`config.mk`:
```
export PLATFORM = sky130hd
export DESIGN_NAME = set_queue
export DESIGN_NICKNAME = d
export VERILOG_FILES = /design/src/hdl/set_pkg.sv /design/src/hdl/set_queue.sv
export SDC_FILE = /design/constraint.sdc
export NUM_CORES = 1
export LEC_CHECK = 0
export ABC_CLOCK_PERIOD_IN_PS = 5100
export BUFFER_PORTS_ARGS = -buffer_cell sky130_fd_sc_hd__buf_2
export CAP_MARGIN = 15
export CORE_MARGIN = 4
export CORE_UTILIZATION = 59
export CTS_BUF_LIST = sky130_fd_sc_hd__clkbuf_4
export DETAILED_ROUTE_END_ITERATION = 10
export PLACE_DENSITY = 0.82
export SLEW_MARGIN = 20
export SYNTH_ARGS = -nofsm -noshare
export SYNTH_HDL_FRONTEND = slang
export SYNTH_SLANG_ARGS = --single-unit
export TNS_END_PERCENT = 30
```
`constraint.sdc`:
```
create_clock -name clk -period 5.1 [get_ports clk]
set_clock_uncertainty 0.15 [all_clocks]
set_input_delay 0.255 -clock clk [delete_from_list [all_inputs] [get_ports clk]]
set_output_delay 0.255 -clock clk [all_outputs]
set_load 0.03 [all_outputs]
```
`src/hdl/set_pkg.sv`:
```
// ----------------------------------------------------------------------------
// set_pkg: shared types and constants for the sobel edge threshold block
// widths, register indexes and the front/back job word
// ----------------------------------------------------------------------------
`default_nettype none
package set_pkg;
  localparam int MaxWidth = 2048;
  localparam int MaxHeight = 4096;
  localparam int ColW = $clog2(MaxWidth);
  localparam int RowW = $clog2(MaxHeight);

  localparam logic [1:0] RegWidth = 2'd0;
  localparam logic [1:0] RegHeight = 2'd1;
  localparam logic [1:0] RegThresh = 2'd2;

  typedef logic [9:0] gray_t;

  // one edge job: 8 gray values in neighbourhood order plus tags
  typedef struct packed {
    gray_t tl, t, tr, l, r, bl, b, br;
    logic [ColW-1:0] x;
    logic [RowW-1:0] y;
    logic last;
  } job_t;
endpackage
`default_nettype wire

```
`src/hdl/set_queue.sv`:
```
// ----------------------------------------------------------------------------
// set_queue: four-entry job queue between front and back
// ----------------------------------------------------------------------------
`default_nettype none
module set_queue (
  input  wire logic          clk,
  input  wire logic          rst,
  input  wire logic          wr_valid,
  output logic               wr_ready,
  input  wire set_pkg::job_t wr_job,
  output logic               rd_valid,
  input  wire logic          rd_ready,
  output set_pkg::job_t      rd_job
);
  import set_pkg::*;

  job_t mem [4];
  logic [1:0] wptr, rptr;
  logic [2:0] count;
  logic push, pop;

  assign wr_ready = (count != 3'd4);
  assign rd_valid = (count != 3'd0);
  assign rd_job = mem[rptr];
  assign push = wr_valid && wr_ready;
  assign pop = rd_valid && rd_ready;

  always_ff @(posedge clk) begin
    if (push) mem[wptr] <= wr_job;
  end

  always_ff @(posedge clk) begin
    if (rst) begin
      wptr <= '0;
      rptr <= '0;
      count <= '0;
    end else begin
      if (push) wptr <= wptr + 1'b1;
      if (pop) rptr <= rptr + 1'b1;
      count <= count + 3'(push) - 3'(pop);
    end
  end
endmodule
`default_nettype wire

```
==> metrics.yaml, run 1 <==
worst_setup_path:
  r2r_slack_ns: 2.10
  start_kind: "flop"
  slowest_delay_ns: 0.97
  cp.required_ns: 4.70
  cp_max_fo: 46
  critPathKind: "reg -> out"
  crit_chain: "buf_4, mux4_2, buf_2"
  cpMaxStageDelayCell: "dfxtp_4"
  arrival_ns: 2.97
  crit_family: "flip-flops"
  cp_num_buf_inv: 2
  crit_path_end_kind: "output pin"
power_and_ir_drop:
  pwr-share-comb: 0.272
  clockPowerShare: 0.269
  switching_share: 0.318
  seq_power_share: 0.459
  p_sw_mw: 3.13
  p_leak_nw: 6.69
  p_per_area_mw_per_mm2: 511
  internal-power_mw: 6.71
  ir_worst_vdd_v: 0.000357
die:
  die_h_um: 170
  die_w_um: 170
  initial_core_util: 0.598
  core_area_mm2: 0.0259
  row_count: 59
  ioPinCount: 214
  die_area_mm2: 0.0289
place:
  postPlaceCellArea_mm2: 0.0169
  gp_congestion: 0.794
  portBuffers: 213
  dp_slack_ns: 2.10
  place_hpwl_um: 18100
layout:
  fin_area_mm2: 0.0193
  final_net_count: 1121
  drive_above_1_share: 0.458
  fill_cells: 1468
  syn2layout_area_growth_pct: 24.3
  fin_util: 0.743
synthesis:
  async_flop_share: 0
  seq_area_frac_synth: 0.818
  synth_area_mm2: 0.0155
  postSynthCellCount: 593
  synth_edf_count: 416
  syn_nets: 708
  synth_flop_cell: "edfxtp_1"
  yosysWarnings: 0
  syn_avg_cell_area_um2: 26.1
  synthDistinctLibCells: 24
  synth-seq-cells: 425
detailed_routing:
  ant_nets: 0
  drtPass1Iterations: 5
  drt-total-wl_um: 30900
  vias_per_cell: 5.52
  drt_iter0_drc: 689
  wl_per_cell_um: 21.8
  route.detailed.drc: 0
  dr_total_vias: 7831
timing:
  slew_headroom: 0.293
  worst_pin_slew_ns: 1.06
  rsz0062_at_grt: "no"
  final_max_slew_viol_count: 0
  setup_ws_ns: 1.73
  setup_viol: 0
  fmax_mhz: 297
  tns_ns: 0
  timing.final.crit_share: 0.661
  finalHoldViolCount: 0
  min_period_ns: 3.37
cts:
  htreeDepth: 3
  clock_latency_ns: 0.70
  cts_tree: "built"
  post_cts_buffers: 0
  clk_pin_slew_ns: 0.07
  cts_resized: 0
  cts.sinks: 425
  cts_max_path_buffers: 3
  numCtsBuffers: 103
  root_buffer: "clkbuf_4"
  hold_buffers: 107
global_route:
  grt_pass1_vias: 8479
  antenna_found_initial: 5
  grt_util_all_layers: 0.217
  grt_overflow_total: 0
  grt_pass1_wl_um: 47600
  grt_max_degree: 73
outcome:
  outcome: "completed"
run:
  maxCapViolations: 0
worst_hold_path:
  hp-class: "in -> reg"
Yosys cell counts, drive strengths merged, types with 2 or more instances:
cell type,count,area [um2]
nor2,8,30.0
and2,5,31.3
ha,6,75.1
clkbuf,6,22.5
edfxtp,416,12500
buf,19,171
nand2b,2,12.5
inv,5,18.8
mux4,104,2340
dfxtp,9,180
xor2,2,17.5
cells in the final DEF, fill, tap and decap left out, types with 3 or more instances in the layout:
master	synthesis	layout
inv_1	5	5
clkinv_1	0	22
dfxtp_1	9	7
ha_1	6	6
buf_4	0	13
clkbuf_4	0	151
diode_2	0	3
nor2_1	8	8
dlygate4sd3_1	0	107
and2_4	0	4
buf_2	11	213
mux4_2	104	104
edfxtp_1	416	416
area by class of cell:
type / count / area (um2) / area share
sequential: 425 / 12700 / 0.659
inverter: 5 / 18.8 / 0.000975
antenna: 3 / 7.51 / 0.000390
timing repair buffer: 333 / 2230 / 0.116
multi-input combinational: 138 / 2620 / 0.136
tap: 335 / 419 / 0.0218
clock inverter: 29 / 146 / 0.00760
clock buffer: 151 / 1130 / 0.0589
logic make-up (layout without fill, tap and decap cells):
family,count (synthesis),in the layout,synth area share
xor+xnor,3,3,0.00170
compound gates,3,3,0.00162
buf+inv,30,518,0.0137
simple gates,19,19,0.00614
flops,425,425,0.818
fa+ha+maj,7,7,0.00614
other cells,0,3,0
mux,106,106,0.153
layer usage:
layer / global-route usage / share of wire
met5: 0 / 0.00068
met4: 0.0611 / 0.0097
met3: 0.0776 / 0.094
met2: 0.343 / 0.50
met1: 0.294 / 0.39
power by group through the flow:
stage	combinational, mW	clock [mW]	sequential, mW
after global placement	2.58	0	4.56
after global routing	2.83	2.95	4.56
after detailed placement	2.62	0	4.59
final	2.67	2.65	4.52
after floorplan	2.05	0	4.45
after CTS	2.70	2.71	4.52
per-stage QoR:
stage               power [mW]  hold WS [ns]  cells
finish                    9.84         0.146   1419
global route              10.3        0.0681   1419
global placement          7.14         0.316   1129
floorplan                 6.51         0.204    593
detailed placement        7.22         0.322   1129
CTS                       9.93        0.0651   1416
flip-flops by register name, indices dropped and copies added, names as in the netlist, named ones only:
name and flops:
count 3, mem 416, rptr 2, wptr 2
final timing paths:
path,startpoint,to,cells after the start
worst max-delay path,flop,rd_job[30],3
worst min-delay path,wr_job[17],mem[0][17],2
worst max register to register,count[1],mem[1][90],4
worst min register to register,wptr[1],wptr[1],2
worst reg2reg max path, delay by kind of cell, from the launching register on:
family                 cells  cell delay, ns
flip-flops                 1            0.48
AO/OA/AOI/OAI              1            0.51
AND/OR/NAND/NOR            2            1.07
buffers and inverters      1            0.49
Power figures use the tool's default switching activity.
==> inputs of run 2 (changes only) <==
ABC_CLOCK_PERIOD_IN_PS = 2750   (was 5100)
CORE_UTILIZATION = 53   (was 59)
PLACE_DENSITY = 0.77   (was 0.82)
clock period = 2.75 ns   (was 5.1 ns; I/O delays follow)
==> metrics.yaml, run 2 (synthesized netlist as in run 1, its figures left out) <==
outcome:
  outcome: "completed"  # unchanged
layout:
  final_net_count: 1215  # was 1121
  syn2layout_area_growth_pct: 32.2  # was 24.3%
  fin_util: 0.711  # was 0.743
  final_common_cell: "edfxtp_1"  # unchanged
  top_register: "mem"  # unchanged
  mostFrequentLayoutCells: "416 x edfxtp_1, 213 x buf_2, 191 x dlygate4sd3_1"  # was 416 x edfxtp_1, 213 x buf_2, 151 x clkbuf_4
  reg_top3: "mem: 416 flops, count: 3 flops"  # unchanged
  drive_above_1_share: 0.429  # was 0.458
  fin_area_mm2: 0.0205  # was 0.0193 mm2
  final_cells: 1565  # was 1419
  largest_reg_flops: 416  # unchanged
worst_hold_path:
  hp-class: "in -> reg"  # unchanged
detailed_routing:
  drt-total-wl_um: 32900  # was 30900 um
  wl_per_cell_um: 21.0  # was 21.8 um
  drt_iter0_drc: 482  # was 689
  dr_total_vias: 8120  # was 7831
  drtPass1Iterations: 4  # was 5
  ant_nets: 0  # unchanged
  vias_per_cell: 5.19  # was 5.52
  route.detailed.drc: 0  # unchanged
timing:
  final_max_slew_viol_count: 0  # unchanged
  timing.final.crit_share: 0.923
  worst_pin_slew_ns: 0.436  # was 1.06 ns
  finalHoldViolCount: 0  # unchanged
  min_period_ns: 2.54
  slew_headroom: 0.709  # was 0.293
  rsz0062_at_grt: "no"  # unchanged
  setup_viol: 0  # unchanged
  fmax_mhz: 394
  tns_ns: 0  # unchanged
global_route:
  grt_max_degree: 63  # was 73
  antenna_found_initial: 5  # unchanged
  grt_overflow_total: 0  # unchanged
  grt_pass1_wl_um: 50400  # was 47600 um
  grt_util_all_layers: 0.211  # was 0.217
  grt_pass1_vias: 9124  # was 8479
place:
  placed_cells: 1189  # was 1129
  postPlaceCellArea_mm2: 0.0172  # was 0.0169 mm2
  gp_congestion: 0.713  # was 0.794
  portBuffers: 213  # unchanged
  place_hpwl_um: 18500  # was 18100 um
die:
  die_h_um: 179  # was 170 um
  die_w_um: 179  # was 170 um
  initial_core_util: 0.538  # was 0.598
  die_area_mm2: 0.0320  # was 0.0289 mm2
  row_count: 62  # was 59
  ioPinCount: 214  # unchanged
  core_area_mm2: 0.0288  # was 0.0259 mm2
worst_setup_path:
  cpMaxStageDelayCell: "mux4_2"  # was dfxtp_4
  cp.required_ns: 2.46  # was 4.70 ns
  crit_path_end_kind: "output pin"  # unchanged
  crit_family: "multiplexers"  # was flip-flops
  start_kind: "flop"  # unchanged
  slowest_delay_ns: 0.59  # was 0.97 ns
  arrival_ns: 2.25  # was 2.97 ns
  cp_max_fo: 41  # was 46
  cp_num_buf_inv: 2  # unchanged
  crit_chain: "buf_12, mux4_2, buf_2"  # was buf_4, mux4_2, buf_2
  critPathKind: "reg -> out"  # unchanged
cts:
  cts_max_path_buffers: 3  # unchanged
  htreeDepth: 3  # unchanged
  numCtsBuffers: 101  # was 103
  clk_pin_slew_ns: 0.07  # about the same
  cts.sinks: 425  # unchanged
  root_buffer: "clkbuf_4"  # unchanged
  cts_resized: 0  # unchanged
  cts_tree: "built"  # unchanged
  clock_latency_ns: 0.69  # was 0.70 ns
run:
  maxCapViolations: 0  # unchanged
power_and_ir_drop:
  ir_worst_vdd_v: 0.000755  # was 0.000357 V
  p_leak_nw: 7.17  # was 6.69 nW
  p_per_area_mw_per_mm2: 909  # was 511 mW/mm2
-- run 2: path summary, 6_finish.rpt --
kind	from	endpoint	slack (ns)	cells past startpoint
hold / removal	wr_job[15]	mem[2][15]	0.06	2
setup reg to reg	count[1]	count[2]	0.34	11
hold reg to reg	wptr[1]	wptr[1]	0.38	2
setup / recovery	flop	rd_job[15]	0.21	3
-- run 2: what timing repair did --
| action | 4_1_cts | 5_1_grt |
|---|---|---|
| buffers inserted | 1 | 0 |
| hold buffers | 185 | 6 |
| setup endpoints to repair | 6 | 0 |
| hold endpoints to repair | 425 | 20 |
-- run 2: per-stage QoR --
stage	power, mW	hold slack [ns]	setup WS, ns
finish	18.6	0.0647	0.213
global route	19.6	0.00208	0.0666
CTS	18.8	0.0000225	0.127
detailed placement	13.6	0.202	0.329
global placement	13.5	0.200	0.423
floorplan	12.0	0.0864	-0.0394
-- run 2: final cells by class --
| class | instances | area [um2] |
|---|---|---|
| multi-input cells | 138 | 2620 |
| well taps | 384 | 480 |
| fillers | 1736 | 8300 |
| flip-flops and latches | 425 | 12700 |
| clock inverters | 40 | 230 |
| repair buffers | 429 | 3390 |
| inverters | 5 | 18.8 |
| diodes | 3 | 7.51 |
| clock buffers | 141 | 1060 |
-- run 2: report_power, final --
group	total (mW)	switching, mW	internal (mW)	leakage, nW
Sequential	8.16	0.228	7.93	3.88
Clock	5.00	2.42	2.58	0.770
Combinational	5.45	3.31	2.15	2.52
Total	18.6	5.95	12.7	7.17
-- run 2: layer usage --
| metal | vias to the layer above | part of all wire | global-route usage |
|---|---|---|---|
| met4 | 4 | 0.016 | 0.0608 |
| met1 | 4093 | 0.38 | 0.258 |
| met5 | - | 0.00043 | 0 |
| met3 | 46 | 0.081 | 0.0637 |
| met2 | 323 | 0.52 | 0.366 |
| li1 | 3654 | - | - |
