==> src/hdl/set_pkg.sv <==
// ----------------------------------------------------------------------------
// set_pkg: shared types and constants for the sobel edge threshold block
// widths, register indexes and the front/back job word
// ----------------------------------------------------------------------------
`default_nettype none
package set_pkg;
  localparam int MaxWidth = 2048;
  localparam int MaxHeight = 4096;
  localparam int ColW = $clog2(MaxWidth);
  localparam int RowW = $clog2(MaxHeight);

  localparam logic [1:0] RegWidth = 2'd0;
  localparam logic [1:0] RegHeight = 2'd1;
  localparam logic [1:0] RegThresh = 2'd2;

  typedef logic [9:0] gray_t;

  // one edge job: 8 gray values in neighbourhood order plus tags
  typedef struct packed {
    gray_t tl, t, tr, l, r, bl, b, br;
    logic [ColW-1:0] x;
    logic [RowW-1:0] y;
    logic last;
  } job_t;
endpackage
`default_nettype wire

==> src/hdl/set_back.sv <==
// ----------------------------------------------------------------------------
// set_back: gradient, magnitude and threshold for one job
// squares, then a bit-serial square root, then an output register
// ----------------------------------------------------------------------------
`default_nettype none
module set_back (
  input  wire logic          clk,
  input  wire logic          rst,
  input  wire logic [7:0]    keep_threshold,
  input  wire logic          job_valid,
  output logic               job_ready,
  input  wire set_pkg::job_t job,
  output logic               out_valid,
  input  wire logic          out_ready,
  output logic [10:0]        out_x,
  output logic [11:0]        out_y,
  output logic [31:0]        out_pixel,
  output logic               last_of_run
);
  import set_pkg::*;

  typedef enum logic [3:0] {
    B_IDLE = 4'b0001,
    B_SQ   = 4'b0010,
    B_ROOT = 4'b0100,
    B_OUT  = 4'b1000
  } bstate_t;

  bstate_t state;
  logic signed [12:0] gx, gy;
  logic [11:0] ax, ay;
  logic [23:0] sx, sy;
  logic [25:0] v;
  logic [12:0] root;
  logic [3:0] step;
  logic [ColW-1:0] x;
  logic [RowW-1:0] y;
  logic last;
  logic [7:0] g, mag;

  always_comb begin
    gx = (13'(job.bl) + 13'({job.b, 1'b0}) + 13'(job.br))
       - (13'(job.tl) + 13'({job.t, 1'b0}) + 13'(job.tr));
    gy = (13'(job.tr) + 13'({job.r, 1'b0}) + 13'(job.br))
       - (13'(job.tl) + 13'({job.l, 1'b0}) + 13'(job.bl));
  end

  assign job_ready = (state == B_IDLE);
  assign out_valid = (state == B_OUT);

  // restoring root: one result bit per cycle, 13 steps
  always_comb begin
    mag = (root > 13'd255) ? 8'd255 : root[7:0];
    g = 8'd255 - mag;
    if (g < keep_threshold) g = 8'd0;
  end

  logic [26:0] rem;
  logic [26:0] part;
  assign part = {rem[24:0], v[25:24]};

  always_ff @(posedge clk) begin
    if (rst) begin
      state <= B_IDLE;
    end else begin
      case (state)
        B_IDLE: begin
          if (job_valid) begin
            ax <= gx[12] ? 12'(-gx) : 12'(gx);
            ay <= gy[12] ? 12'(-gy) : 12'(gy);
            x <= job.x;
            y <= job.y;
            last <= job.last;
            state <= B_SQ;
          end
        end
        B_SQ: begin
          sx <= ax * ax;
          sy <= ay * ay;
          state <= B_ROOT;
          step <= 4'd13;
          root <= '0;
          rem <= '0;
        end
        B_ROOT: begin
          if (step == 4'd13) begin
            v <= 26'(sx) + 26'(sy);
            step <= 4'd12;
          end else begin
            if (part >= 27'({root, 2'b01})) begin
              rem <= part - 27'({root, 2'b01});
              root <= {root[11:0], 1'b1};
            end else begin
              rem <= part;
              root <= {root[11:0], 1'b0};
            end
            v <= {v[23:0], 2'b00};
            if (step == 4'd0) state <= B_OUT;
            else step <= step - 1'b1;
          end
        end
        B_OUT: begin
          if (out_ready) state <= B_IDLE;
        end
        default: state <= B_IDLE;
      endcase
    end
  end

  assign out_x = x;
  assign out_y = y;
  assign out_pixel = {8'hff, g, g, g};
  assign last_of_run = last;
endmodule
`default_nettype wire

==> config.mk <==
export PLATFORM = sky130hd
export DESIGN_NAME = set_back
export DESIGN_NICKNAME = d
export VERILOG_FILES = /design/src/hdl/set_pkg.sv /design/src/hdl/set_back.sv
export SDC_FILE = /design/constraint.sdc
export NUM_CORES = 1
export LEC_CHECK = 0
export ABC_AREA = 1
export BUFFER_PORTS_ARGS = -buffer_cell sky130_fd_sc_hd__buf_2
export CAP_MARGIN = 20
export CORE_MARGIN = 3
export CORE_UTILIZATION = 40
export DETAILED_ROUTE_END_ITERATION = 12
export SLEW_MARGIN = 15
export SYNTH_ARGS = -nofsm -noshare
export SYNTH_HDL_FRONTEND = slang
export SYNTH_SLANG_ARGS = --single-unit
==> constraint.sdc <==
create_clock -name clk -period 6.08 [get_ports clk]
set_input_delay 1.216 -clock clk [delete_from_list [all_inputs] [get_ports clk]]
set_output_delay 1.216 -clock clk [all_outputs]
set_load 0.1 [all_outputs]
==> reports/metrics.cfg, run 1 <==
[floorplan]
die_x_um = 236
die_h_um = 236
ios = 174
rows = 83
core-area_sq_mm = 0.0517
dieArea_sq_mm = 0.0556
start_util_pct = 40.8

[setup_path]
cp_max_fo = 13
path_class = flop to flop
critPathArrivalTime_ns = 5.54
endpoint_kind = flop
worstPathRequired_ns = 6.32
critPathLaunchType = flop

[routing]
route.detailed.drc = 0
via_per_inst = 4.78
firstDrtPassIters = 5
routed-via-count = 16324
antenna_left = 0
drt_first_iter_violations = 960
wirelength_um = 49900
wl_per_cell_um = 14.6

[clock_tree]
cts.htree.levels = 4
cts_buffers = 17
clock_latency_ns = 0.50
cts_sinks = 166
clkSlewWorstSetupHoldPaths_ns = 0.08
clk_path_buf_depth = 2
cts_setup_buffers = 0
postCtsHoldBufs = 0
cts_tree = built
cts_resized = 0
cts-root-buf = clkbuf_16

[sta]
rsz0062_at_grt = no
finalSetupViolations = 0
tightest_slew_ns = 0.756
finClkSkew_ns = 0.0157
slew_viol_final = 0
relSlewSlack_pct = 49.6
post-route-min-period_ns = 5.29
setup-tns-final_ns = 0
fmax_mhz = 189
hold_viol_final = 0
period_share_pct = 87.1

[finish]
drive_above_1_share_pct = 9.59
layout.nets = 3269
nFillCells = 5186
num_antenna_cells = 0
final_cell_mix = inv_1 (652), nand2_1 (525), fa_1 (240)
seq_area_sq_mm = 0.00494
final_common_cell = inv_1
area_growth_pct = 9.45
multi_input_area_sq_mm = 0.0134

[global_routing]
grt_pass1_wl_um = 84500
grt_max_degree = 49
antenna_found_initial = 4
grt_pass1_vias = 17261
gr-total-overflow = 0
track_usage_pct = 18.8

[yosys]
synth-edff-count = 162
yosysWarnings = 0
avgSynthCellArea_sq_um = 8.17
synth-main-ff-cell = edfxtp_1
yosysUniqueCellTypes = 54
ys_seq_area_share_pct = 23.4
synthArstFlopShare_pct = 0
ys_ff_latch = 166
netlist_area_sq_mm = 0.0211
synth_cells = 2583

[place]
port_buffers = 165
place_congestion = 0.913
hpwl_um = 42600

[min_path]
min_path_type = flop to flop

[run]
cap_viol_max_count = 0

[status]
status = completed

-- layout make-up --
class                           count  area share, %
Sequential cell                   166           21.4
Clock inverter                     14          0.590
Multi-Input combinational cell   1704           58.0
Tap cell                          680           3.68
Timing Repair Buffer              171           3.77
Clock buffer                       18           1.86
Inverter                          659           10.7
-- cells by family (layout without fill, tap and decap cells) --
| group | after synthesis | after routing | synth area share (%) |
|---|---|---|---|
| AO/OA/AOI/OAI | 222 | 222 | 5.80 |
| AND/OR/NAND/NOR | 946 | 946 | 19.1 |
| multiplexers | 2 | 2 | 0.107 |
| adder cells (fa/ha/maj) | 434 | 434 | 34.3 |
| buffers and inverters | 720 | 862 | 13.4 |
| other | 1 | 8 | 0.0178 |
| XOR/XNOR | 92 | 92 | 3.85 |
| flip-flops | 166 | 166 | 23.4 |
-- sequential cells by signal (all words and copies together) (netlist names), 11 cells and up --
signal  flops
ax         12
out_x      11
sx         23
root       13
sy         23
out_y      12
ay         12
v          26
rem        25
-- worst paths after layout --
| path | start | depth (start not counted) | to | slack (ns) |
|---|---|---|---|---|
| worst max-delay path | ay[7] | 18 | sy[19] | 0.79 |
| worst min-delay path | v[23] | 2 | v[25] | 0.52 |
| worst max register to register | ay[7] | 18 | sy[19] | 0.79 |
| worst min register to register | v[23] | 2 | v[25] | 0.52 |
-- synthesized netlist by cell type, drive strengths merged, types with 6 or more instances --
cell type	count	area [sq um]
nand2	537	2070
ha	194	2430
o21ai	77	393
xnor2	31	272
fa	240	4800
buf	30	239
nand3	109	568
inv	658	2470
nand4	35	225
nand3b	10	75.1
nor3	22	110
a21o	11	82.6
nor2	216	876
a21boi	9	67.6
or2	9	56.3
a21oi	106	542
o21bai	6	45.0
xor2	61	542
clkbuf	31	116
edfxtp	162	4860
-- critical path: stages, from the launching register on --
cell and delay (ns):
edfxtp_1 0.68, nand2_1 0.18, inv_1 0.11, fa_1 0.44
fa_1 0.52, inv_1 0.05, fa_1 0.48, inv_1 0.05
fa_1 0.53, inv_1 0.06, fa_1 0.53, inv_1 0.04
ha_1 0.35, a21oi_1 0.26, o21ai_0 0.23, a21o_1 0.26
nand3_1 0.09, nand2_1 0.06, xor2_1 0.14
-- through the flow --
stage	instances	setup WS, ns	util (%)	hold slack, ns	cell area [sq um]
finish	3412	0.787	44.7	0.517	23100
global route	3412	0.489	44.7	0.539	23100
CTS	3412	0.814	44.7	0.519	23100
detailed placement	3380	0.819	43.6	0.500	22500
global placement	3380	0.770	43.6	0.495	22500
floorplan	2590	0.147	-	0.471	21100
-- routing by layer --
layer / wire length (um) / up-vias / track usage, %
li1: - / 8169 / -
met1: 20700 / 7761 / 22.1
met2: 25900 / 333 / 34.5
met3: 2290 / 53 / 4.09
met4: 937 / 8 / 4.92
met5: 42 / - / 0
Power of run 1 is not shown: default switching activity piles up to over one toggle a cycle in this logic, so the estimate is an artifact.
==> run 2, diff against run 1 <==
Settings changed: RECOVER_POWER from default to 25.
==> run 2 against run 1 <==
Compared with the run above:
- routed wire length barely moved
- non-clock buffer count did not move
- sequential cell count did not move
- via count barely moved
- sequential share of layout area barely moved
- clock skew barely moved
- the run now ends with capacitance limit, slew limit left
- utilization barely moved
- global-route usage did not move
- critical endpoint unchanged
- critical path type unchanged
- highest routed layer unchanged
==> reports/metrics.cfg, run 2 (synthesized netlist as in run 1, its figures left out) <==
[finish]
nFillCells = 5190  ; +0.077%
regMostFlops = v
final_cells = 3412  ; unchanged
area_growth_pct = 9.37  ; about the same
final_cell_mix = inv_1 (653), nand2_1 (525), fa_1 (240)
largest_reg_flops = 26  ; unchanged
drive_above_1_share_pct = 9.37  ; -0.22 points
largest_registers = v: 26 flops, rem: 25 flops
num_antenna_cells = 0  ; unchanged
layout.nets = 3269  ; unchanged
final_common_cell = inv_1

[status]
status = finished with violations
violations = capacitance limit, slew limit

[clock_tree]
cts_setup_buffers = 0  ; unchanged
clkSlewWorstSetupHoldPaths_ns = 0.08  ; about the same
clk_path_buf_depth = 2  ; unchanged
cts_resized = 0  ; unchanged
cts.htree.levels = 4  ; unchanged
postCtsHoldBufs = 0  ; unchanged
cts_buffers = 17  ; unchanged
cts_tree = built
cts-root-buf = clkbuf_16
clock_latency_ns = 0.50  ; about the same
cts_sinks = 166  ; unchanged

[setup_path]
worstPathRequired_ns = 6.32  ; about the same
path_class = flop to flop
endpoint_kind = flop
critPathLaunchType = flop
critPathArrivalTime_ns = 5.54  ; about the same
cp_max_fo = 13  ; unchanged

[run]
cap_viol_max_count = 1  ; +1

[floorplan]
rows = 83  ; unchanged
die_h_um = 236  ; unchanged
core-area_sq_mm = 0.0517  ; unchanged
die_x_um = 236  ; unchanged
start_util_pct = 40.8  ; unchanged
dieArea_sq_mm = 0.0556  ; unchanged
ios = 174  ; unchanged

[sta]
finalSetupViolations = 0  ; unchanged
tightest_slew_ns = 2.66  ; +1.91 ns
setup-tns-final_ns = 0  ; unchanged
slew_viol_final = 48  ; +48
hold_viol_final = 0  ; unchanged
relSlewSlack_pct = -77.5  ; -130 points
finClkSkew_ns = 0.0157  ; -0.00000230 ns
period_share_pct = 87.1  ; about the same
post-route-min-period_ns = 5.29  ; -0.0000130 ns
rsz0062_at_grt = no
fmax_mhz = 189  ; unchanged

[place]
port_buffers = 165  ; unchanged
dp_cells = 3380  ; unchanged
hpwl_um = 42600  ; unchanged
place_congestion = 0.913  ; unchanged

[global_routing]
grt_pass1_vias = 17261  ; unchanged
grt_max_degree = 49  ; unchanged
grt_pass1_wl_um = 84500  ; unchanged
track_usage_pct = 18.8  ; unchanged
gr-total-overflow = 0  ; unchanged
antenna_found_initial = 4  ; unchanged

[routing]
routed-via-count = 16326  ; +0.012%
firstDrtPassIters = 5  ; unchanged
via_per_inst = 4.78  ; about the same
wirelength_um = 49900  ; about the same
wl_per_cell_um = 14.6  ; about the same
drt_first_iter_violations = 958  ; -0.21%
route.detailed.drc = 0  ; unchanged
antenna_left = 0  ; unchanged

[min_path]
min_path_type = flop to flop

[run 2: worst paths after layout]
kind	from	endpoint	slack, ns	cells after the start
worst min-delay path	v[23]	v[25]	0.52	2
worst max register to register	ay[7]	sy[19]	0.79	18
worst max-delay path	ay[7]	sy[19]	0.79	18
worst min register to register	v[23]	v[25]	0.52	2
[run 2: area by class of cell]
type / instances / area (sq um) / share of cell area (%)
sequential: 166 / 4940 / 21.4
clock buffer: 18 / 429 / 1.86
timing repair buffer: 171 / 858 / 3.72
multi-input combinational: 1704 / 13400 / 58.0
inverter: 659 / 2480 / 10.7
clock inverter: 14 / 136 / 0.591
tap: 680 / 851 / 3.69
[run 2: through the flow]
step           cell area, sq um  utilization, %  worst slack (ns)  hold WS, ns
6_report                  23100            44.6             0.787        0.517
5_1_grt                   23100            44.6             0.489        0.539
4_1_cts                   23100            44.7             0.814        0.519
3_5_place_dp              22500            43.6             0.819        0.500
3_3_place_gp              22500            43.6             0.770        0.495
2_1_floorplan             21100               -             0.147        0.471
[run 2: metal layers]
metal  wire length (um)  GRT usage, %  up-vias
met5                 42             0        -
met4                937          4.92        8
li1                   -             -     8172
met2              25900          34.5      335
met3               2290          4.09       53
met1              20700          22.1     7758
[run 2: worst max-delay path, cell delays in order, from the launching register on]
cell and delay, ns:
edfxtp_1 0.68, nand2_1 0.18, inv_1 0.11, fa_1 0.44
fa_1 0.52, inv_1 0.05, fa_1 0.48, inv_1 0.05
fa_1 0.53, inv_1 0.06, fa_1 0.53, inv_1 0.04
ha_1 0.35, a21oi_1 0.26, o21ai_0 0.23, a21o_1 0.26
nand3_1 0.09, nand2_1 0.06, xor2_1 0.14
Power of run 2 is left out for the same reason.
